File: src/rtl/rhd_pkg.sv
// Package for the record header deframer: widths, status codes, limits.
package rhd_pkg;

  localparam int unsigned BYTE_W = 8;
  localparam int unsigned VER_W = 16;
  localparam int unsigned LEN_W = 16;
  localparam int unsigned STATUS_W = 2;
  localparam int unsigned HDR_IDX_W = 3;
  localparam int unsigned CFG_IDX_W = 1;
  localparam int unsigned CFG_DATA_W = 16;
  localparam int unsigned OUT_DATA_W = 32;

  localparam int unsigned MAX_BODY = 18432;
  localparam int unsigned EXTRA_ALLOWANCE = 16384;
  // one spare bit so the sum never wraps
  localparam int unsigned LIMIT_W = LEN_W + 1;
  localparam logic [LIMIT_W-1:0] LIMIT_BASE = LIMIT_W'(MAX_BODY);
  localparam logic [LIMIT_W-1:0] LIMIT_BIG = LIMIT_W'(MAX_BODY + EXTRA_ALLOWANCE);

  localparam logic [BYTE_W-1:0] MAJOR_OK = 8'd3;
  localparam logic [VER_W-1:0] EXP_VER_RESET = 16'd768;

  localparam logic [STATUS_W-1:0] ST_PAYLOAD = 2'd0;
  localparam logic [STATUS_W-1:0] ST_BAD_VERSION = 2'd1;
  localparam logic [STATUS_W-1:0] ST_BAD_MAJOR = 2'd2;
  localparam logic [STATUS_W-1:0] ST_TOO_LONG = 2'd3;

  localparam logic [CFG_IDX_W-1:0] REG_EXP_VERSION = 1'd0;
  localparam logic [CFG_IDX_W-1:0] REG_BIG_BUFFER = 1'd1;

  localparam logic [HDR_IDX_W-1:0] HDR_TYPE = 3'd0;
  localparam logic [HDR_IDX_W-1:0] HDR_VER_HI = 3'd1;
  localparam logic [HDR_IDX_W-1:0] HDR_VER_LO = 3'd2;
  localparam logic [HDR_IDX_W-1:0] HDR_LEN_HI = 3'd3;
  localparam logic [HDR_IDX_W-1:0] HDR_LEN_LO = 3'd4;

  typedef struct packed {
    logic [VER_W-1:0] received_version;
    logic [BYTE_W-1:0] payload_byte;
    logic [BYTE_W-1:0] record_type;
  } out_data_t;

endpackage

File: src/rtl/record_header_deframer_top.sv
// Record header deframer: header capture, checks and body byte streaming.
//
//   channel | dir | handshake              | payload
//   --------+-----+------------------------+------------------------------------
//   in_     | in  | in_tvalid / in_tready  | in_tdata: rx_byte
//   out_    | out | out_tvalid / out_tready| tdata: type, byte, version; tuser:
//           |     |                        | status; tlast: last_of_record
//   cfg_    | in  | cfg_valid / cfg_ready  | cfg_index, cfg_data
//
// One byte is taken every cycle while in_tready is high and its result is
// registered. Header bytes give no word but the error word of a failed header;
// empty records give none. Input is blocked only while the output register is
// full and out_tready is low. After an error word every byte is taken and
// dropped until reset. Reset is synchronous; config writes are always ready.
module record_header_deframer_top (
  input  logic                              clk,
  input  logic                              rst_n,
  input  logic                              in_tvalid,
  output logic                              in_tready,
  input  logic [rhd_pkg::BYTE_W-1:0]        in_tdata,   // [7:0] rx_byte
  output logic                              out_tvalid,
  input  logic                              out_tready,
  // [7:0] record_type, [15:8] payload_byte, [31:16] received_version
  output logic [rhd_pkg::OUT_DATA_W-1:0]    out_tdata,
  output logic [rhd_pkg::STATUS_W-1:0]      out_tuser,  // [1:0] status
  output logic                              out_tlast,  // last_of_record
  input  logic                              cfg_valid,
  output logic                              cfg_ready,
  input  logic [rhd_pkg::CFG_IDX_W-1:0]     cfg_index,
  input  logic [rhd_pkg::CFG_DATA_W-1:0]    cfg_data
);
  import rhd_pkg::*;

  logic [VER_W-1:0]     exp_version_r;
  logic                 big_buffer_r;

  logic [HDR_IDX_W-1:0] hdr_idx_r, hdr_idx_nxt;
  logic                 in_body_r, in_body_nxt;
  logic [BYTE_W-1:0]    held_type_r, held_type_nxt;
  logic [VER_W-1:0]     held_ver_r, held_ver_nxt;
  logic [LEN_W-1:0]     body_rem_r, body_rem_nxt;
  logic                 first_rec_r, first_rec_nxt;
  logic                 halted_r, halted_nxt;

  logic                 out_valid_r;
  out_data_t            out_data_r, out_data_nxt;
  logic [STATUS_W-1:0]  out_status_r, out_status_nxt;
  logic                 out_last_r, out_last_nxt;
  logic                 emit;

  logic                 in_acc;
  logic [LEN_W-1:0]     length;
  logic [LIMIT_W-1:0]   limit;
  logic [STATUS_W-1:0]  hdr_status;

  assign in_tready = !out_valid_r || out_tready;
  assign in_acc    = in_tvalid && in_tready;
  assign cfg_ready = 1'b1;

  assign out_tvalid = out_valid_r;
  assign out_tdata  = out_data_r;
  assign out_tuser  = out_status_r;
  assign out_tlast  = out_last_r;

  // header checks on the fifth byte, in priority order
  assign length = {body_rem_r[LEN_W-1:BYTE_W], in_tdata};
  assign limit  = big_buffer_r ? LIMIT_BIG : LIMIT_BASE;

  always_comb begin
    hdr_status = ST_PAYLOAD;
    if (!first_rec_r && (held_ver_r != exp_version_r)) begin
      hdr_status = ST_BAD_VERSION;
    end else if (held_ver_r[VER_W-1:BYTE_W] != MAJOR_OK) begin
      hdr_status = ST_BAD_MAJOR;
    end else if ({1'b0, length} > limit) begin
      hdr_status = ST_TOO_LONG;
    end
  end

  always_comb begin
    hdr_idx_nxt    = hdr_idx_r;
    in_body_nxt    = in_body_r;
    held_type_nxt  = held_type_r;
    held_ver_nxt   = held_ver_r;
    body_rem_nxt   = body_rem_r;
    first_rec_nxt  = first_rec_r;
    halted_nxt     = halted_r;
    emit           = 1'b0;
    out_data_nxt   = '{received_version: held_ver_r, payload_byte: in_tdata,
                       record_type: held_type_r};
    out_status_nxt = ST_PAYLOAD;
    out_last_nxt   = 1'b0;

    if (in_acc && !halted_r) begin
      if (in_body_r) begin
        emit = 1'b1;
        // remaining count is at least one while in the body
        if (body_rem_r <= LEN_W'(1)) begin
          out_last_nxt = 1'b1;
          body_rem_nxt = '0;
          in_body_nxt  = 1'b0;
          hdr_idx_nxt  = HDR_TYPE;
        end else begin
          body_rem_nxt = body_rem_r - LEN_W'(1);
        end
      end else begin
        case (hdr_idx_r)
          HDR_TYPE: begin
            held_type_nxt = in_tdata;
            hdr_idx_nxt   = HDR_VER_HI;
          end
          HDR_VER_HI: begin
            held_ver_nxt = {in_tdata, {BYTE_W{1'b0}}};
            hdr_idx_nxt  = HDR_VER_LO;
          end
          HDR_VER_LO: begin
            held_ver_nxt = {held_ver_r[VER_W-1:BYTE_W], in_tdata};
            hdr_idx_nxt  = HDR_LEN_HI;
          end
          HDR_LEN_HI: begin
            body_rem_nxt = {in_tdata, {BYTE_W{1'b0}}};
            hdr_idx_nxt  = HDR_LEN_LO;
          end
          default: begin
            body_rem_nxt  = length;
            hdr_idx_nxt   = HDR_TYPE;
            first_rec_nxt = 1'b0;
            if (hdr_status != ST_PAYLOAD) begin
              emit           = 1'b1;
              halted_nxt     = 1'b1;
              out_status_nxt = hdr_status;
              out_data_nxt.payload_byte = '0;
            end else begin
              in_body_nxt = (length != '0);
            end
          end
        endcase
      end
    end
  end

  always_ff @(posedge clk) begin
    if (!rst_n) begin
      exp_version_r <= EXP_VER_RESET;
      big_buffer_r  <= 1'b0;
      hdr_idx_r     <= HDR_TYPE;
      in_body_r     <= 1'b0;
      held_type_r   <= '0;
      held_ver_r    <= '0;
      body_rem_r    <= '0;
      first_rec_r   <= 1'b1;
      halted_r      <= 1'b0;
      out_valid_r   <= 1'b0;
    end else begin
      if (cfg_valid && cfg_ready) begin
        case (cfg_index)
          REG_EXP_VERSION: exp_version_r <= cfg_data;
          REG_BIG_BUFFER:  big_buffer_r  <= cfg_data[0];
          default: ;
        endcase
      end
      hdr_idx_r   <= hdr_idx_nxt;
      in_body_r   <= in_body_nxt;
      held_type_r <= held_type_nxt;
      held_ver_r  <= held_ver_nxt;
      body_rem_r  <= body_rem_nxt;
      first_rec_r <= first_rec_nxt;
      halted_r    <= halted_nxt;
      if (emit) begin
        out_valid_r <= 1'b1;
      end else if (out_tready) begin
        out_valid_r <= 1'b0;
      end
    end
  end

  // output word payload, loaded only when a new word is produced
  always_ff @(posedge clk) begin
    if (emit) begin
      out_data_r   <= out_data_nxt;
      out_status_r <= out_status_nxt;
      out_last_r   <= out_last_nxt;
    end
  end

endmodule

File: config.mk
export PLATFORM = sky130hd
export DESIGN_NAME = record_header_deframer_top
export DESIGN_NICKNAME = d
export VERILOG_FILES = /design/src/rtl/rhd_pkg.sv /design/src/rtl/record_header_deframer_top.sv
export SDC_FILE = /design/constraint.sdc
export NUM_CORES = 1
export LEC_CHECK = 0
export ABC_AREA = 0
export BUFFER_PORTS_ARGS = -buffer_cell sky130_fd_sc_hd__buf_4
export CAP_MARGIN = 15
export CELL_PAD_IN_SITES_DETAIL_PLACEMENT = 0
export CELL_PAD_IN_SITES_GLOBAL_PLACEMENT = 1
export CORE_MARGIN = 1
export CORE_UTILIZATION = 45
export DETAILED_ROUTE_END_ITERATION = 10
export GPL_TIMING_DRIVEN = 0
export PLACE_DENSITY = 0.84
export SLEW_MARGIN = 20
export SYNTH_ARGS = -nofsm -noshare
export SYNTH_HDL_FRONTEND = slang
export SYNTH_SLANG_ARGS = --single-unit
File: constraint.sdc
create_clock -name clk -period 9.66 [get_ports clk]
set_input_delay 0 -clock clk [delete_from_list [all_inputs] [get_ports clk]]
set_output_delay 0 -clock clk [all_outputs]
set_load 0.005 [all_outputs]
---- After elaboration in Yosys (flattened, before gate mapping) ----
Index checks and enable logic that the tools add are counted.
storage, ports and cells
  flip-flop bits (word level) ............. 99
  input port bits ......................... 30
  output and inout port bits .............. 38
  logic and storage cells ................. 86
operators by class
  $add $sub $neg .......................... 1
  order comparisons ....................... 2
  equal/unequal tests ..................... 7
  mux-type cells .......................... 26
  bitwise gates (word level) .............. 6
  reduce and logical (&&, ||, !) cells .... 27
operators with widths
  cell                   count
  $pmux 16 s2            2
  $mux 16                3
  $mux 8                 4
  $gt 16x16->1           1
  $le 16x1->1 const B    1
  $ne 16x16->1           1
  $reduce_bool 16->1     1
  $sub 16x1->16 const B  1
  $pmux 3 s4             1
  $reduce_and 3->1       4
  $mux 1                 11
  $reduce_and 2->1       5
  $ne 8x2->1 const B     1
  $reduce_and 4->1       2
  $reduce_bool 2->1      4
  $reduce_or 7->1        1
  $eq 3x2->1 const B     2
  $mux 2                 3
  $mux 3                 2
  $not 1->1              6
  $ne 2x1->1 const B     2
  $reduce_or 4->1        1
  $eq 3x1->1 const B     1
  $logic_and 1x1->1      3
  4 further kinds        6

---- Longest topological paths before layout ----
Gate-level depths: netlist of run 1.
  depth in word-level cells ............... 11
  depth in mapped cells ................... 8
  gate-level depth less buffers ........... 7

---- Worst setup path after synthesis of run 1 ----
OpenSTA, ideal clock, no wires.
  path kind ............................... flip-flop to flip-flop
  from .................................... reg big_buffer_r
  to ...................................... reg out_data_r, in the netlist out_tdata[0] (enable)
  setup time .............................. 0.439 ns
  arrival time ............................ 2.867 ns
  data required time ...................... 9.221 ns
  path slack .............................. 6.354 ns
  cell stages (with the launch flop) ...... 7
  buffers on the path ..................... 0
  clock period less this slack ............ 3.306 ns
  cells stage by stage .................... dfxtp_1 inv_1 ha_1 a41oi_1 a2bb2oi_1 o31ai_1 a21oi_1
between the ends
  cells in the longest elaborated chain, start to end .. 10
RTL lines
  item                    line                               text
  start, declared         record_header_deframer_top.sv:35   logic big_buffer_r;
  start signal, assigned  record_header_deframer_top.sv:158  REG_BIG_BUFFER: big_buffer_r <= cfg_data[0];
  $mux 16                 record_header_deframer_top.sv:67   assign limit = big_buffer_r ? LIMIT_BIG : LIMIT_BASE;
  $gt 16x16->1            record_header_deframer_top.sv:75   end else if ({1'b0, length} > limit) begin
  $mux 2                  record_header_deframer_top.sv:75
  $mux 2                  record_header_deframer_top.sv:73   end else if (held_ver_r[VER_W-1:BYTE_W] != MAJOR_OK) begin
  $mux 2                  record_header_deframer_top.sv:71   if (!first_rec_r && (held_ver_r != exp_version_r)) begin
  $reduce_bool 2->1       record_header_deframer_top.sv:128  if (hdr_status != ST_PAYLOAD) begin
  $mux 1                  record_header_deframer_top.sv:128
  $mux 1                  record_header_deframer_top.sv:107  case (hdr_idx_r)
  $mux 1                  record_header_deframer_top.sv:95   if (in_body_r) begin
  $mux 1                  record_header_deframer_top.sv:94   if (in_acc && !halted_r) begin
  net emit                record_header_deframer_top.sv:49   logic emit;
  end signal, assigned    record_header_deframer_top.sv:180  out_data_r <= out_data_nxt;
  end, declared           record_header_deframer_top.sv:46   out_data_t out_data_r, out_data_nxt;
The timed path passes the listed nets, and every way through them passes these cells.
A chain may end at the register's enable or synchronous reset.

---- Final worst setup path of run 1 ----
  from .................................... reg big_buffer_r
  to ...................................... reg out_data_r, in the netlist out_tdata[26] (enable)
The elaborated chain is that of the path after synthesis.

==> results.ini, run 1 <==
[global_routing]
grt_max_degree=20
grt.total_usage_pct=23.2
grt_pass1_vias=3464
antenna_found_initial=0
grt_overflow=0
grt_pass1_wl_um=17800

[hold_path]
min_from=out_tready
hp-class=primary input to flop

[power]
power.leakage_uw=0.00216
pwr-share-seq_pct=55.2
p_sw_share_pct=24.3
p_per_area_nw_per_um2=147
p_int_uw=612
combPwrFrac_pct=9.4
ir_drop_mv=0.0769
p_sw_uw=197
p_total_uw=808
p_clk_share_pct=35.4

[timing]
setup_viol_count_final=0
tightest_slew_ns=0.940
fin_ws_ns=7.02
min_period_ns=2.64
maxSlewViolCount=0
fin_skew_ns=0.0186
hold_violations=0
rsz0062_at_grt=false
relSlewSlack_pct=36.9
setup_tns_ns=0
fmax_mhz=379
whs_ns=0.105
min_period_over_period_pct=27.3

[route]
drt_iter0_drc=259
vias=3767
wire_per_inst_um=16.7
drc=0
totalWireLength_um=11400
ant_nets=0
viasPerCell=5.51
drt_pass1_iterations=5

[clocking]
htreeDepth=3
cts_sinks=99
cts-root-buf=clkbuf_8
clockBufferDepth=2
post_cts_buffers=0
cts_made_buffers=9
cts_resized=0
clk_latency_ns=0.37
clk_pin_slew_ns=0.10
cts_tree=yes

[layout]
antenna_cells=0
seq_area_sq_um=2330
final.fill_count=823
multiInputGateArea_sq_um=1850
post-route-util_pct=59.1
area_growth_pct=27.3
layout-drive-gt1-share_pct=16.8
nets=584

[setup_path]
path_class=flop to flop
startpoint=big_buffer_r
crit_buf_inv=2
critPathLaunchType=flop
worstPathRequired_ns=9.73
arrival_ns=2.71
endpoint_kind=flop
critPathMaxFanout=19
r2r_slack_ns=7.02
r2r-start=big_buffer_r
cp_top_family=compound AO/OA/AOI/OAI gates
cp_slowest_stage_delay_ns=0.60
path_cells=inv_1 > ha_1 > a41oi_1 > a2bb2oi_1 > o31ai_1 > a21oi_4 > buf_8
crit_slowest_cell=a21oi_4

[yosys]
synth-seq-cells=99
ys.flop_type=dfxtp_1
ys_types=56
synth-edff-count=35
async_reset_ff_share_pct=0
ys_warn_count=0
synth_area_per_cell_sq_um=9.72
synth_area_sq_um=4310
netlist_instances=444
synthesis.nets=478
yosysSeqAreaShare_pct=54.1

[job]
cap_violations=0

[place]
dp_hpwl_um=7780
place_congestion=0.903
pre_cts_slack_ns=7.05
portBuffers=66

[die]
fp.dieH_um=99.9
core_sq_um=9280
die_x_um=99.9
initial_core_util_pct=46.5
fp-row-count=35
dieArea_sq_um=9980
io_pins=68

[outcome]
status=completed

-- synthesized netlist by cell type (2+ instances only) --
master / n / area share (%)
a211o_1: 2 / 0.41
a21boi_0: 9 / 1.6
a21oi_1: 43 / 5.0
a22o_1: 2 / 0.41
a22oi_1: 5 / 0.87
a2bb2oi_1: 2 / 0.41
a31oi_1: 2 / 0.29
a32o_1: 3 / 0.70
a32oi_1: 3 / 0.61
a41oi_1: 2 / 0.41
and3_1: 3 / 0.44
and3b_1: 2 / 0.41
buf_1: 3 / 0.26
buf_2: 2 / 0.23
clkbuf_1: 19 / 1.7
dfxtp_1: 64 / 30
edfxtp_1: 35 / 24
ha_1: 4 / 1.2
inv_1: 8 / 0.70
mux2i_1: 8 / 1.9
nand2_1: 72 / 6.3
nand2b_1: 3 / 0.44
nand3_1: 27 / 3.1
nand4_1: 6 / 0.87
nor2_1: 20 / 1.7
nor2b_1: 4 / 0.58
nor3_1: 7 / 0.81
nor3_2: 2 / 0.46
nor3b_1: 2 / 0.35
nor4_1: 11 / 1.6
o21a_1: 6 / 1.0
o21ai_0: 13 / 1.5
o22ai_1: 5 / 0.73
o31ai_1: 4 / 0.70
or3_1: 3 / 0.44
xnor2_1: 3 / 0.61
xor2_1: 16 / 3.2
-- timing repair --
item	CTS	global route
endpoints found under the setup margin	0	0
hold buffers	28	0
hold endpoints to repair	42	0
-- layout by cell type, fill, tap and decap left out, types with 3 or more instances in the layout --
| cell type | instances |
|---|---|
| a32oi_1 | 3 |
| dfxtp_1 | 64 |
| a32o_1 | 3 |
| nor2b_1 | 4 |
| nand4_1 | 6 |
| and3_1 | 3 |
| ha_1 | 4 |
| o21a_1 | 6 |
| nand2_1 | 72 |
| nor4_1 | 11 |
| edfxtp_1 | 35 |
| a21boi_0 | 9 |
| clkbuf_8 | 9 |
| o21ai_0 | 13 |
| clkbuf_1 | 21 |
| a22oi_1 | 5 |
| nor3_1 | 7 |
| xor2_1 | 16 |
| mux2i_1 | 8 |
| dlygate4sd3_1 | 28 |
| or3_1 | 3 |
| o31ai_1 | 4 |
| buf_4 | 67 |
| a21oi_1 | 42 |
| nand2b_1 | 3 |
| o22ai_1 | 5 |
| buf_1 | 3 |
| inv_1 | 8 |
| nor2_1 | 20 |
| nand3_1 | 27 |
| xnor2_1 | 3 |
-- per-layer routing --
| layer | up-vias | GRT usage [%] | part of all wire [%] | routed length [um] |
|---|---|---|---|---|
| met4 | 0 | 7.13 | 1.7 | 199 |
| met5 | - | 0 | 0 | 0 |
| met3 | 18 | 4.11 | 6.0 | 685 |
| li1 | 1822 | - | - | - |
| met2 | 136 | 37.5 | 46 | 5250 |
| met1 | 1791 | 31.9 | 46 | 5270 |
-- through the flow --
| stage | instance area, sq um | cells |
|---|---|---|
| after floorplan | 4310 | 444 |
| after global placement | 4970 | 639 |
| after detailed placement | 5000 | 640 |
| after CTS | 5490 | 684 |
| after global routing | 5490 | 684 |
| final | 5490 | 684 |
-- cells by family after synthesis --
| logic type | synth area share (%) |
|---|---|
| muxes | 1.86 |
| adders and majority gates | 1.16 |
| xor gates and xnor gates | 3.86 |
| buffers and inverters | 3.28 |
| other | 0.0869 |
| DFF | 54.1 |
| AOI/OAI and AO/OA | 16.8 |
| and+or+nand+nor | 18.9 |
-- path summary, 6_finish.rpt --
| check | cells after the start | to |
|---|---|---|
| worst max-delay path | 7 | out_tdata[26] |
| worst min-delay path | 4 | out_tvalid |
| worst max register to register | 7 | out_tdata[26] |
| worst min register to register | 0 | out_tdata[0] |
-- power groups by stage --
stage	sequential [uW]	clock (uW)	combinational [uW]
floorplan	454	0	39.8
global placement	456	0	65.1
detailed placement	456	0	66.2
CTS	447	287	75.3
global route	448	303	82.9
finish	447	286	76.1
-- flip-flops by register name, summed over array words and instances (netlist names) --
signal,flops
out_tdata,32
body_rem_r,16
exp_version_r,16
held_ver_r,16
held_type_r,8
hdr_idx_r,3
out_tuser,2
big_buffer_r,1
first_rec_r,1
halted_r,1
in_body_r,1
out_tlast,1
out_tvalid,1
-- worst min-delay path, cell delays in order --
cell and delay [ns]:
buf_4 0.08, nor2b_1 0.06, nor2_1 0.11, a41o_1 0.18
-- cell type report --
class	instances	area share (%)
Buffer	26	2.03
Clock buffer	12	2.85
Clock inverter	4	1.03
Inverter	8	0.547
Multi-Input combinational cell	311	33.7
Sequential cell	99	42.5
Tap cell	129	2.94
Timing Repair Buffer	95	14.4
Power figures use the tool's default switching activity.
==> inputs of run 2 (changes only) <==
--- a/config.mk
+++ b/config.mk
@@ -11,10 +11,10 @@
 export CELL_PAD_IN_SITES_DETAIL_PLACEMENT = 0
 export CELL_PAD_IN_SITES_GLOBAL_PLACEMENT = 1
 export CORE_MARGIN = 1
-export CORE_UTILIZATION = 45
+export CORE_UTILIZATION = 39
 export DETAILED_ROUTE_END_ITERATION = 10
 export GPL_TIMING_DRIVEN = 0
-export PLACE_DENSITY = 0.84
+export PLACE_DENSITY = 0.77
 export SLEW_MARGIN = 20
 export SYNTH_ARGS = -nofsm -noshare
 export SYNTH_HDL_FRONTEND = slang
==> constraint.sdc (replaced) <==
create_clock -name clk -period 2.24 [get_ports clk]
set_input_delay 0 -clock clk [delete_from_list [all_inputs] [get_ports clk]]
set_output_delay 0 -clock clk [all_outputs]
set_load 0.005 [all_outputs]
==> run 2 against run 1 <==
Sequential power rose to 4.3 times the previous value. Critical path depth down 1. Final area up 1.9%. Combinational power rose to 4.5 times the previous value. Sequential share of layout area down 0.73 points. Setup slack worse by 6.9 ns. Non-clock buffer count up 3. Clock power rose to 3.5 times the previous value. Largest cell class unchanged. Highest routed layer unchanged.
==> results.ini, run 2 (synthesis results as in run 1) <==
[route]
wire_per_inst_um=16.5  ; -0.93%
ant_nets=0  ; unchanged
drt_pass1_iterations=5  ; unchanged
totalWireLength_um=11500  ; +1.2%
vias=3746  ; -0.56%
viasPerCell=5.36  ; -2.7%
drt_iter0_drc=199  ; -23%
drc=0  ; unchanged

[global_routing]
grt_pass1_vias=3375  ; -2.6%
grt_max_degree=19  ; -5.0%
grt.total_usage_pct=20.7  ; -2.5 points
grt_pass1_wl_um=17900  ; +0.58%
grt_overflow=0  ; unchanged
antenna_found_initial=0  ; unchanged

[timing]
maxSlewViolCount=0  ; unchanged
relSlewSlack_pct=43.4  ; +6.5 points
hold_violations=0  ; unchanged
rsz0062_at_grt=false
tightest_slew_ns=0.843  ; -0.0966 ns
setup_viol_count_final=0  ; unchanged
fin_skew_ns=0.0129  ; -0.00578 ns
setup_tns_ns=0  ; unchanged
fin_ws_ns=0.0883  ; -6.93 ns
fmax_mhz=465  ; +23%
whs_ns=0.0953  ; -0.00996 ns
min_period_over_period_pct=96.1  ; +69 points
min_period_ns=2.15  ; -0.488 ns

[job]
cap_violations=0  ; unchanged

[place]
place_congestion=0.864  ; -4.4%
portBuffers=66  ; unchanged
post_dp_cell_area_sq_um=5000  ; about the same
pre_cts_slack_ns=-0.542  ; -7.59 ns
dp_hpwl_um=7840  ; +0.78%

[layout]
largest_reg_flops=32  ; unchanged
antenna_cells=0  ; unchanged
nets=588  ; +0.68%
layout_common_cells=72 x nand2_1, 68 x buf_4, 61 x dfxtp_1
layout-drive-gt1-share_pct=19.3  ; +2.6 points
final.fill_count=1008  ; +22%
area_growth_pct=29.7
post-route-util_pct=51.8  ; -7.3 points
postLayoutCellArea_sq_um=5600  ; +1.9%
layout_commonest_cell=nand2_1

[setup_path]
critPathMaxFanout=10  ; -9
worstPathRequired_ns=2.44  ; -7.29 ns
arrival_ns=2.35  ; -0.36 ns
critPathLaunchType=flop
r2r_slack_ns=0.09  ; -6.93 ns
endpoint_kind=flop
path_class=flop to flop

[clocking]
cts_tree=yes
clk_pin_slew_ns=0.09  ; about the same
clk_latency_ns=0.36  ; about the same
cts_made_buffers=9  ; unchanged
htreeDepth=3  ; unchanged
cts-root-buf=clkbuf_8
clockBufferDepth=2  ; unchanged
cts_sinks=99  ; unchanged

[die]
die_x_um=107  ; +7.3%
io_pins=68  ; unchanged
dieArea_sq_um=11500  ; +15%
fp-row-count=38  ; +8.6%
fp.dieH_um=107  ; +7.3%
initial_core_util_pct=40.0  ; -6.5 points
core_sq_um=10800  ; +16%

[outcome]
status=completed

[power]
power.leakage_uw=0.00219  ; +1.4%
ir_drop_mv=0.244  ; +220%
p_per_area_nw_per_um2=585  ; +300%

[hold_path]
hp-class=primary input to flop

==> run 2: cell count changes in the layout (fill, tap and decap cells not counted), sizes merged <==
cell and delta:
buf +4, bufinv -1, a21oi +1
==> run 2: stage by stage <==
stage / power (uW) / cells
6_report: 3270 / 699
2_1_floorplan: 2130 / 444
3_3_place_gp: 2250 / 650
3_5_place_dp: 2250 / 650
4_1_cts: 3280 / 699
5_1_grt: 3410 / 699
==> run 2: path summary, 6_finish.rpt <==
kind             startpoint            to  cells after the start
min               in_tvalid  hdr_idx_r[0]                      5
min reg2reg  held_type_r[6]  out_tdata[6]                      0
max reg2reg   held_ver_r[9]  out_tdata[8]                      6
max           held_ver_r[9]  out_tdata[8]                      6
==> run 2: where the power goes <==
part	internal (uW)	leakage (uW)	switching (uW)	total (uW)
clock	406	0.0000794	599	1010
combinational	156	0.00127	184	340
sequential	1890	0.000843	31.7	1930
total	2460	0.00219	815	3270
==> run 2: worst max-delay path, cell delays in order, from the launching register on <==
cell and delay, ns:
dfxtp_2 0.37, xor2_1 0.15, nor4_2 0.43, a41oi_2 0.25, or3_1 0.43, buf_2 0.19, a21boi_0 0.18
==> run 2: cell type report <==
cell class                      instances  area [sq um]  area share (%)
Buffer                                 26           115            2.06
Clock buffer                           13           139            2.48
Clock inverter                          3          17.5           0.313
Inverter                                8          30.0           0.537
Multi-Input combinational cell        312          1940            34.7
Sequential cell                        99          2340            41.7
Tap cell                              140           175            3.13
Timing Repair Buffer                   98           843            15.1
==> run 2: timing repair <==
item	CTS	global route
endpoints found under the setup margin	45	36
hold endpoints to repair	42	0
gates resized for setup	8	18
hold buffers	28	0
buffers inserted	4	0
pin swaps	4	2
gates cloned	1	0
==> run 2: routing by layer <==
metal  wire [um]  up-vias  track usage (%)
met5           0        -                0
met4         180        0             7.44
met3         610       17             3.16
met2        5420      118             33.8
met1        5340     1772             27.9
li1            -     1839                -
